`src/rtl/dsss_pkg.sv`:
```
`default_nettype none

package dsss_pkg;

	localparam int QUEUE_DEPTH = 16;
	localparam int CYL_W = 13;
	localparam int MOVE_W = 18;
	localparam int IDX_W = $clog2(QUEUE_DEPTH);
	localparam int CNT_W = $clog2(QUEUE_DEPTH + 1);
	// sort key: cylinder above queue position, so equal cylinders still order strictly
	localparam int KEY_W = CYL_W + IDX_W;

	localparam logic [CYL_W-1:0] DISK_MAX_RESET = 13'd4999;
	localparam logic [CYL_W-1:0] EDGE_LOW = '0;

	localparam logic OP_LOAD = 1'b0;
	localparam logic OP_RUN = 1'b1;

	typedef struct packed {
		logic op;
		logic [CYL_W-1:0] cylinder;
		logic [CYL_W-1:0] head_start;
		logic sweep_up;
		logic use_scan;
	} req_t;

	typedef struct packed {
		logic [CYL_W-1:0] served_cylinder;
		logic is_edge_visit;
		logic [MOVE_W-1:0] total_movement;
		logic last;
	} res_t;

	typedef struct packed {
		logic [CYL_W-1:0] head;
		logic sweep_up;
		logic phase;
		logic prev_valid;
		logic [KEY_W-1:0] prev_key;
		logic best_valid;
		logic [KEY_W-1:0] best_key;
	} scan_ctl_t;

endpackage

`default_nettype wire

```
`src/rtl/dsss_store.sv`:
```
`default_nettype none

module dsss_store (
	input wire logic clk,
	input wire logic arst_n,
	input wire logic wr_en,
	input wire logic [dsss_pkg::CYL_W-1:0] wr_data,
	input wire logic [dsss_pkg::IDX_W-1:0] rd_idx,
	output logic [dsss_pkg::CYL_W-1:0] rd_data,
	output logic [dsss_pkg::CNT_W-1:0] count
);

	logic [dsss_pkg::CYL_W-1:0] mem_q [dsss_pkg::QUEUE_DEPTH];
	logic [dsss_pkg::CNT_W-1:0] count_q;
	logic full;

	assign full = (count_q == dsss_pkg::CNT_W'(dsss_pkg::QUEUE_DEPTH));

	always_ff @(posedge clk) begin
		if (wr_en && !full) begin
			mem_q[count_q[dsss_pkg::IDX_W-1:0]] <= wr_data;
		end
	end

	// a load into a full queue is dropped
	always_ff @(posedge clk or negedge arst_n) begin
		if (!arst_n) begin
			count_q <= '0;
		end else if (wr_en && !full) begin
			count_q <= count_q + dsss_pkg::CNT_W'(1);
		end
	end

	assign rd_data = mem_q[rd_idx];
	assign count = count_q;

endmodule

`default_nettype wire

```
`src/rtl/dsss_scan.sv`:
```
`default_nettype none

module dsss_scan (
	input wire dsss_pkg::scan_ctl_t ctl,
	input wire logic [dsss_pkg::CYL_W-1:0] entry,
	input wire logic [dsss_pkg::IDX_W-1:0] idx,
	output logic take,
	output logic [dsss_pkg::KEY_W-1:0] key
);

	logic ge_head;
	logic le_head;
	logic in_range;
	logic ascending;
	logic after_prev;
	logic beats_best;

	always_comb begin
		key = {entry, idx};
		ge_head = (entry >= ctl.head);
		le_head = (entry <= ctl.head);
		// first sweep takes the head's own cylinder, the return sweep the other side
		if (ctl.sweep_up) begin
			in_range = ctl.phase ? !ge_head : ge_head;
		end else begin
			in_range = ctl.phase ? !le_head : le_head;
		end
		ascending = ctl.sweep_up ^ ctl.phase;
		if (ascending) begin
			after_prev = !ctl.prev_valid || (key > ctl.prev_key);
			beats_best = !ctl.best_valid || (key < ctl.best_key);
		end else begin
			after_prev = !ctl.prev_valid || (key < ctl.prev_key);
			beats_best = !ctl.best_valid || (key > ctl.best_key);
		end
		take = in_range && after_prev && beats_best;
	end

endmodule

`default_nettype wire

```
`src/rtl/disk_scan_seek_scheduler.sv`:
```
// load item: the block is ready again in the next cycle
// fcfs run over n queued requests: one result per cycle when not stalled
// scan run: the single compare unit walks the whole queue once for every served request and
// once more to close each sweep
// arst_n clears the queue count, the sequencer and the output item; disk_max_cylinder
// resets to 4999 and the store contents stay undefined until loaded
`default_nettype none

module disk_scan_seek_scheduler (
	input wire logic clk,
	input wire logic arst_n,
	input wire logic req_valid,
	output logic req_ready,
	input wire dsss_pkg::req_t req,
	output logic res_valid,
	input wire logic res_ready,
	output dsss_pkg::res_t res,
	input wire logic cfg_valid,
	output logic cfg_ready,
	input wire logic [dsss_pkg::CYL_W-1:0] cfg_data
);

	typedef enum logic [2:0] {
		S_IDLE,
		S_FCFS,
		S_SEARCH,
		S_PICK,
		S_FLUSH
	} state_t;

	state_t state_q;
	logic [dsss_pkg::CYL_W-1:0] max_q;
	logic [dsss_pkg::CYL_W-1:0] head_q;
	logic up_q;
	logic phase_q;
	logic [dsss_pkg::IDX_W-1:0] idx_q;
	logic prev_valid_q;
	logic [dsss_pkg::KEY_W-1:0] prev_key_q;
	logic best_valid_q;
	logic [dsss_pkg::KEY_W-1:0] best_key_q;
	logic [dsss_pkg::CYL_W-1:0] pos_q;
	logic [dsss_pkg::MOVE_W-1:0] total_q;
	logic pend_valid_q;
	logic [dsss_pkg::CYL_W-1:0] pend_cyl_q;
	logic pend_edge_q;
	logic [dsss_pkg::MOVE_W-1:0] pend_total_q;
	logic res_valid_q;
	dsss_pkg::res_t res_q;

	logic [dsss_pkg::CYL_W-1:0] entry;
	logic [dsss_pkg::CNT_W-1:0] count;
	logic load_en;
	logic [dsss_pkg::CYL_W-1:0] cyl_clamp;
	logic [dsss_pkg::CYL_W-1:0] head_clamp;
	dsss_pkg::scan_ctl_t scan_ctl;
	logic take;
	logic [dsss_pkg::KEY_W-1:0] key;
	logic last_idx;
	logic slot_free;
	logic emit_ok;
	logic emit_fire;
	logic res_push;
	logic [dsss_pkg::CYL_W-1:0] emit_cyl;
	logic emit_edge;
	logic [dsss_pkg::CYL_W-1:0] step_dist;
	logic [dsss_pkg::MOVE_W-1:0] next_total;

	assign req_ready = (state_q == S_IDLE);
	assign cfg_ready = 1'b1;
	assign res_valid = res_valid_q;
	assign res = res_q;

	assign load_en = req_valid && req_ready && (req.op == dsss_pkg::OP_LOAD);
	assign cyl_clamp = (req.cylinder > max_q) ? max_q : req.cylinder;
	assign head_clamp = (req.head_start > max_q) ? max_q : req.head_start;

	dsss_store u_store (
		.clk(clk),
		.arst_n(arst_n),
		.wr_en(load_en),
		.wr_data(cyl_clamp),
		.rd_idx(idx_q),
		.rd_data(entry),
		.count(count)
	);

	always_comb begin
		scan_ctl.head = head_q;
		scan_ctl.sweep_up = up_q;
		scan_ctl.phase = phase_q;
		scan_ctl.prev_valid = prev_valid_q;
		scan_ctl.prev_key = prev_key_q;
		scan_ctl.best_valid = best_valid_q;
		scan_ctl.best_key = best_key_q;
	end

	dsss_scan u_scan (
		.ctl(scan_ctl),
		.entry(entry),
		.idx(idx_q),
		.take(take),
		.key(key)
	);

	assign last_idx = (dsss_pkg::CNT_W'(idx_q) == (count - dsss_pkg::CNT_W'(1)));
	assign slot_free = !res_valid_q || res_ready;
	// the held result only moves out once the next one exists, so last is known
	assign emit_ok = !pend_valid_q || slot_free;

	always_comb begin
		emit_cyl = entry;
		emit_edge = 1'b0;
		if (state_q == S_PICK) begin
			if (best_valid_q) begin
				emit_cyl = best_key_q[dsss_pkg::KEY_W-1:dsss_pkg::IDX_W];
			end else begin
				emit_cyl = up_q ? max_q : dsss_pkg::EDGE_LOW;
				emit_edge = 1'b1;
			end
		end
		emit_fire = emit_ok && ((state_q == S_FCFS) ||
			((state_q == S_PICK) && (best_valid_q || !phase_q)));
		step_dist = (pos_q >= emit_cyl) ? (pos_q - emit_cyl) : (emit_cyl - pos_q);
		next_total = total_q + dsss_pkg::MOVE_W'(step_dist);
		res_push = ((state_q == S_FLUSH) && slot_free) || (emit_fire && pend_valid_q);
	end

	always_ff @(posedge clk or negedge arst_n) begin
		if (!arst_n) begin
			state_q <= S_IDLE;
			max_q <= dsss_pkg::DISK_MAX_RESET;
			head_q <= '0;
			up_q <= 1'b0;
			phase_q <= 1'b0;
			idx_q <= '0;
			prev_valid_q <= 1'b0;
			prev_key_q <= '0;
			best_valid_q <= 1'b0;
			best_key_q <= '0;
			pos_q <= '0;
			total_q <= '0;
			pend_valid_q <= 1'b0;
			pend_cyl_q <= '0;
			pend_edge_q <= 1'b0;
			pend_total_q <= '0;
			res_valid_q <= 1'b0;
			res_q <= '0;
		end else begin
			if (cfg_valid) begin
				max_q <= cfg_data;
			end
			if (res_push) begin
				res_valid_q <= 1'b1;
			end else if (res_ready) begin
				res_valid_q <= 1'b0;
			end

			unique case (state_q)
				S_IDLE: begin
					if (req_valid && (req.op == dsss_pkg::OP_RUN)) begin
						head_q <= head_clamp;
						pos_q <= head_clamp;
						total_q <= '0;
						up_q <= req.sweep_up;
						phase_q <= 1'b0;
						idx_q <= '0;
						prev_valid_q <= 1'b0;
						best_valid_q <= 1'b0;
						pend_valid_q <= 1'b0;
						if (req.use_scan) begin
							state_q <= (count == '0) ? S_PICK : S_SEARCH;
						end else if (count != '0) begin
							state_q <= S_FCFS;
						end
					end
				end
				S_FCFS: begin
					if (emit_ok) begin
						idx_q <= idx_q + dsss_pkg::IDX_W'(1);
						if (last_idx) begin
							state_q <= S_FLUSH;
						end
					end
				end
				S_SEARCH: begin
					if (take) begin
						best_valid_q <= 1'b1;
						best_key_q <= key;
					end
					if (last_idx) begin
						idx_q <= '0;
						state_q <= S_PICK;
					end else begin
						idx_q <= idx_q + dsss_pkg::IDX_W'(1);
					end
				end
				S_PICK: begin
					if (best_valid_q) begin
						if (emit_ok) begin
							prev_valid_q <= 1'b1;
							prev_key_q <= best_key_q;
							best_valid_q <= 1'b0;
							idx_q <= '0;
							state_q <= S_SEARCH;
						end
					end else if (!phase_q) begin
						// first sweep exhausted: go to the edge and turn around
						if (emit_ok) begin
							phase_q <= 1'b1;
							prev_valid_q <= 1'b0;
							idx_q <= '0;
							if (count != '0) begin
								state_q <= S_SEARCH;
							end
						end
					end else begin
						state_q <= S_FLUSH;
					end
				end
				S_FLUSH: begin
					if (slot_free) begin
						res_q <= '{pend_cyl_q, pend_edge_q, pend_total_q, 1'b1};
						pend_valid_q <= 1'b0;
						state_q <= S_IDLE;
					end
				end
				default: begin
					state_q <= S_IDLE;
				end
			endcase

			if (emit_fire) begin
				pos_q <= emit_cyl;
				total_q <= next_total;
				if (pend_valid_q) begin
					res_q <= '{pend_cyl_q, pend_edge_q, pend_total_q, 1'b0};
				end
				pend_valid_q <= 1'b1;
				pend_cyl_q <= emit_cyl;
				pend_edge_q <= emit_edge;
				pend_total_q <= next_total;
			end
		end
	end

endmodule

`default_nettype wire

```
`config.mk`:
```
export PLATFORM = sky130hd
export DESIGN_NAME = disk_scan_seek_scheduler
export DESIGN_NICKNAME = d
export VERILOG_FILES = /design/src/rtl/dsss_pkg.sv /design/src/rtl/dsss_store.sv /design/src/rtl/dsss_scan.sv /design/src/rtl/disk_scan_seek_scheduler.sv
export SDC_FILE = /design/constraint.sdc
export NUM_CORES = 1
export LEC_CHECK = 0
export ABC_AREA = 1
export BUFFER_PORTS_ARGS = -buffer_cell sky130_fd_sc_hd__buf_2
export CAP_MARGIN = 20
export CELL_PAD_IN_SITES_DETAIL_PLACEMENT = 0
export CELL_PAD_IN_SITES_GLOBAL_PLACEMENT = 1
export CORE_MARGIN = 2
export CORE_UTILIZATION = 40
export CTS_BUF_LIST = sky130_fd_sc_hd__clkbuf_4
export CTS_CLUSTER_SIZE = 14
export DETAILED_ROUTE_END_ITERATION = 10
export PLACE_DENSITY_LB_ADDON = 0.25
export SYNTH_ARGS = -nofsm -noshare
export SYNTH_HDL_FRONTEND = slang
export SYNTH_SLANG_ARGS = --single-unit
```
`constraint.sdc`:
```
create_clock -name clk -period 6 [get_ports clk]
set_input_delay 0.9 -clock clk [delete_from_list [all_inputs] [get_ports clk]]
set_output_delay 0.9 -clock clk [all_outputs]
set_load 0.02 [all_outputs]
```
* Word-level counts from Yosys, hierarchy flattened
Memory sizes are Yosys's and may differ from the RTL's.
Cells that the tools add are included.
** Storage, ports and cells
- Register bits :: 174
- Latch bits :: 0
- Memory bits (writable) :: 208
- Memory bits (read-only) :: 0
- Bits of input ports :: 47
- Word-level logic and storage cells :: 173
- Memories :: 1
** Cells by class
- $add $sub $neg :: 6
- Multiply operators :: 0
- Div/mod/pow operators :: 0
- Order comparisons :: 9
- Equal/unequal tests :: 21
- Shifts and indexed selects :: 0
- Multiplexer cells :: 65
- Bitwise gates (word level) :: 2
- Reductions and logical operators :: 47
** Memory list
- u_store.mem_q :: depth 16, bits a word 13, read ports 1, clocked after memory_dff 0, write ports 1, RTL line dsss_store.sv:13 : logic [dsss_pkg::CYL_W-1:0] mem_q [dsss_pkg::QUEUE_DEPTH];
** Operators by type and width (number)
- $mux 33 :: 4
- $mux 13 :: 9
- $mux 18 :: 3
- $mux 3 :: 12
- $gt 17x17->1 :: 2
- $lt 17x17->1 :: 2
- $ge 13x13->1 :: 2
- $gt 13x13->1 :: 2
- $sub 13x13->13 :: 2
- $mux 1 :: 25
- $mux 4 :: 6
- $add 18x13->18 :: 1
- $pmux 4 s4 :: 1
- $pmux 3 s5 :: 1
- $ne 2x2->1 const B :: 7
- $le 13x13->1 :: 1
- $ne 3x3->1 const B :: 4
- $reduce_and 3->1 :: 4
- $logic_and 1x1->1 :: 10
- $logic_or 1x1->1 :: 9
- $reduce_and 9->1 :: 1
- $logic_not 1->1 :: 8
- $reduce_and 4->1 :: 2
- $reduce_bool 2->1 :: 4
- other kinds (21) :: 28

* Depth between registers and ports, before layout
An unclocked memory read counts as a cell.
- Word-level depth :: 9
- Depth in mapped cells :: 37
- Gate-level depth less buffers :: 35

* Cells and area by module
From an unflattened synthesis, not the netlist that was laid out.
** Second synthesis, totals
- Cells, all modules :: 2454
- Area, all modules :: 20817.5 um^2
** By module, submodules not included
- disk_scan_seek_scheduler :: instances 1, cells an instance 1279, area each 9882.0 um^2
- dsss_store :: instances 1, cells an instance 911, area each 9359.0 um^2
- dsss_scan :: instances 1, cells an instance 264, area each 1576.5 um^2

* Least setup slack after synthesis
OpenSTA, ideal clock, no wires.
- Kind :: reg2reg
- Start :: register idx_q[2] (netlist bit)
- End :: register pend_total_q[12] (netlist bit)
- Library setup time :: 118 ps
- Arrival time :: 4328 ps
- Data required time :: 5882 ps
- Slack :: 1554 ps
- Cell stages (with the launch flop) :: 30
- Clock period less this slack :: 4446 ps
- Cells stage by stage :: dfrtp_1 buf_2 inv_1 clkbuf_1 o221ai_1 nand4_1 nand2_1 nand2_1 nand3_1 ha_1 a21oi_1 o21ai_1 a21oi_1 nand3_2 buf_4 nand2_1 nand2_1 xnor2_1 inv_1 ha_1 a21oi_1 o21ai_1 a21boi_0 o21ai_2 a21boi_0 o21ai_1 nor2_1 nor2_1 nand2_1 nand2_1
** Between the ends
- Longest elaborated chain between the ends :: 5
- Elaborated cells on any way between the ends :: 7
- Classes of those cells :: add/sub (3); order compare (1); mux (2); memory (1)
** Ends and longest elaborated chain
- from (decl) :: RTL line disk_scan_seek_scheduler.sv:36 : logic [dsss_pkg::IDX_W-1:0] idx_q;
- from (signal assigned) :: RTL line disk_scan_seek_scheduler.sv:179 : idx_q <= idx_q + dsss_pkg::IDX_W'(1);
- from (signal assigned) :: RTL line disk_scan_seek_scheduler.sv:194 : idx_q <= idx_q + dsss_pkg::IDX_W'(1);
- $mem_v2 16x13 *
- net entry, one bit :: RTL line disk_scan_seek_scheduler.sv:50 : logic [dsss_pkg::CYL_W-1:0] entry;
- $mux 13 * :: RTL line disk_scan_seek_scheduler.sv:113 : if (state_q == S_PICK) begin
- net emit_cyl, one bit :: RTL line disk_scan_seek_scheduler.sv:63 : logic [dsss_pkg::CYL_W-1:0] emit_cyl;
- $sub 13x13->13 or $ge 13x13->1 (tied branches) :: RTL line disk_scan_seek_scheduler.sv:123 : step_dist = (pos_q >= emit_cyl) ? (pos_q - emit_cyl) : (emit_cyl - pos_q);
- $mux 13 * :: RTL line disk_scan_seek_scheduler.sv:123
- $add 18x13->18 * :: RTL line disk_scan_seek_scheduler.sv:124 : next_total = total_q + dsss_pkg::MOVE_W'(step_dist);
- to (signal assigned) :: RTL line disk_scan_seek_scheduler.sv:241 : pend_total_q <= next_total;
- to (decl) :: RTL line disk_scan_seek_scheduler.sv:46 : logic [dsss_pkg::MOVE_W-1:0] pend_total_q;
The timed path passes the listed nets; every way through them passes the cells marked *.
A chain may end at the register's enable or synchronous reset.

* Final worst setup path
- Start :: register idx_q[0] (netlist bit)
- End :: register total_q[17] (netlist bit)
** Between the ends
- Longest elaborated chain between the ends :: 6
- Elaborated cells on any way between the ends :: 8
- Classes of those cells :: add/sub (3); order compare (1); mux (3); memory (1)
** Ends and longest elaborated chain
- $mem_v2 16x13 *
- net entry, one bit :: RTL line disk_scan_seek_scheduler.sv:50
- $mux 13 * :: RTL line disk_scan_seek_scheduler.sv:113
- net emit_cyl, one bit :: RTL line disk_scan_seek_scheduler.sv:63
- $sub 13x13->13 or $ge 13x13->1 (tied branches) :: RTL line disk_scan_seek_scheduler.sv:123
- $mux 13 * :: RTL line disk_scan_seek_scheduler.sv:123
- $add 18x13->18 * :: RTL line disk_scan_seek_scheduler.sv:124
- $mux 18 * :: RTL line disk_scan_seek_scheduler.sv:232 : if (emit_fire) begin
- to (signal assigned) :: RTL line disk_scan_seek_scheduler.sv:234 : total_q <= next_total;
- to (decl) :: RTL line disk_scan_seek_scheduler.sv:42 : logic [dsss_pkg::MOVE_W-1:0] total_q;
Marked as above.

==> results.ini <==
[outcome]
run_status=finished, final reports clean

[clock_network]
clk_pin_slew_ps=70
clockBufferDepth=3
cts-root-buf=clkbuf_4
clock_latency_ps=840
cts_sinks=382
cts_inserted_buffers=104
htreeDepth=3
cts_tree=built

[grt]
antenna_found_initial=1
grt-ovfl-total=0
grt.total_usage=0.216
grt_max_degree=69
grt_pass1_wl_um=82700
first_global_vias=14305

[sta]
relSlewSlack=0.282
hold_viol=0
max_freq_mhz=181
fin_worst_skew_ps=73.2
fin_crit_sh=0.919
finalSetupViolations=0
min_period_ps=5520
tightest_slew_ps=1080
slew_violations=0

[placement]
gp_congestion=0.881
port_buffers=81
dp_hpwl_um=36800
dpl-instance-area_um2=20400

[drt]
drc=0
num_vias=14784
first_pass_iters=5
finalWirelength_um=53000
wl_per_cell_um=18.4
postRouteAntennaNets=0
vias_per_cell=5.14
first_iter_violations=1298

[critical_path]
worstPathMaxFanout=42
path_cells=buf_4, o21ai_0, o22ai_1, nor2_1, o21ai_1, nand2_1, nand3_1, ha_1, nand2_1, nor2_1, a21oi_1, nand3_2, buf_4, a21o_1, xnor2_1, inv_1, ha_1, nand2_1, nor2_1, nand4_1, nand2_1, nand4_1, o21ai_0, o21ai_1
cpMostUsedCell=nand2_1
crit_family=compound AO/OA/AOI/OAI gates
critical_path_arrival_ps=6200
path_buf_inv=3
critPathLaunchType=flip-flop
worst-setup-path-type=flip-flop to flip-flop
slowest_delay_ps=480
worstSetupEndpointType=flip-flop
cpMaxStageDelayCell=dfrtp_2
crit_required_ps=6680

[cells_and_area]
final_cell_mix=nand2_1, edfxtp_1, inv_1
nets=2341
fin_area_um2=21900
drive_gt1_frac=0.177
area_growth_pct=13.7
final_common_cell=nand2_1

[yosys]
syn_area_per_cell_um2=9.58
yosysUniqueCellTypes=52
yosysWarnings=0
synth_top_area_cell=edfxtp_1
syn_inst=2008
ys_seq_elements=382
async_reset_ff_frac=0.455
ys.flop_type=edfxtp_1
synth_top_area_frac=0.325
synth-edff-count=208
synthTopCellsByArea=edfxtp_1, dfrtp_1, nand2_1, ha_1, o21ai_0
synth_fp_nets=2175
ys_seq_area_frac=0.551
syn_area_um2=19200

[floorplan]
start_util=0.404
die_x_um=223
core-area_um2=47600
io_pins=83
rows=80
die_h_um=223
die_area_um2=49900

[run]
max-cap-violations=0

[min_path]
min_path_type=primary input to flip-flop

## kinds of logic after synthesis
group / Yosys count / share of synthesized area
flops: 382 / 0.551
buf+inv: 286 / 0.0644
compound gates: 439 / 0.130
other cells: 1 / 0.000195
fa+ha+maj: 120 / 0.0792
mux: 2 / 0.00117
simple gates: 752 / 0.162
xor+xnor: 26 / 0.0118
## Yosys cell counts, drive strengths merged (3+ instances only)
cell type  instances
a221oi            14
inv              209
nand4             23
nor2             132
ha               117
buf               56
nor3               9
a21boi             3
o211ai             6
o221ai            11
fa                 3
a21o               3
nand2            501
dfrtp            167
edfxtp           208
o22ai             19
o21ai            249
xnor2             15
xor2              11
dfstp              7
clkbuf            21
nand3             81
a21oi            126
## final timing paths
check	to	startpoint	cells after the start	slack (ps)
max	total_q[17]	idx_q[0]	24	480
min	max_q[4]	cfg_data[4]	3	290
max reg2reg	total_q[17]	idx_q[0]	24	480
min reg2reg	res[19]	res[19]	2	460
max in group asynchronous	pend_cyl_q[11]	arst_n	3	4090
min in group asynchronous	u_store.count[1]	arst_n	2	630
## stage by stage
| step | setup slack, ps | hold WS (ps) | util | cells | setup TNS (ps) |
|---|---|---|---|---|---|
| after floorplan | 1550 | 448 | - | 2008 | 0 |
| after global placement | 440 | 450 | 0.429 | 2676 | 0 |
| after detailed placement | 437 | 455 | 0.429 | 2676 | 0 |
| after CTS | 399 | 198 | 0.457 | 2867 | 0 |
| after global routing | -5.14 | 230 | 0.459 | 2874 | -5.14 |
| final | 484 | 295 | 0.459 | 2874 | 0 |
## timing repair
item                                    CTS  global route
hold endpoints to repair                  2             0
hold buffers                              1             0
endpoints found under the setup margin    0            14
resized for setup                         0            12
setup buffers                             0             3
## metal layers
layer	share of wire	wire length (um)	GRT usage
met4	0.022	1160	0.0774
met3	0.064	3380	0.0404
met1	0.49	26000	0.326
met5	0	0	0
met2	0.42	22400	0.311
## final cells by class
| class | count | area, um^2 |
|---|---|---|
| tap | 615 | 769 |
| fill | 4649 | 25800 |
| sequential | 382 | 10600 |
| clock buffer | 151 | 1130 |
| clock inverter | 39 | 219 |
| inverter | 209 | 806 |
| timing repair buffer | 137 | 865 |
| antenna | 1 | 2.50 |
| multi-input combinational | 1340 | 7470 |
## worst register-to-register path: cells and delay by family (launching register included)
kind	cells	cell delay, ps
and+or+nand+nor	11	1530
xor gates and xnor gates	1	260
buffers and inverters	3	780
AOI/OAI and AO/OA	7	1600
adders and majority gates	2	740
DFF	1	480
## sequential cells by signal, indices dropped and copies added, names as in the netlist
| register | cells |
|---|---|
| pend_cyl_q | 13 |
| best_valid_q | 1 |
| res_valid | 1 |
| res | 33 |
| u_store.mem_q | 208 |
| pos_q | 13 |
| max_q | 13 |
| idx_q | 4 |
| prev_valid_q | 1 |
| state_q | 3 |
| total_q | 18 |
| up_q | 1 |
| u_store.count | 5 |
| pend_edge_q | 1 |
| pend_total_q | 18 |
| phase_q | 1 |
| head_q | 13 |
| prev_key_q | 17 |
| best_key_q | 17 |
| pend_valid_q | 1 |
Power is left out: the tool's default activity adds up to more than one toggle a clock period on the data nets, which glitch-free logic cannot reach.
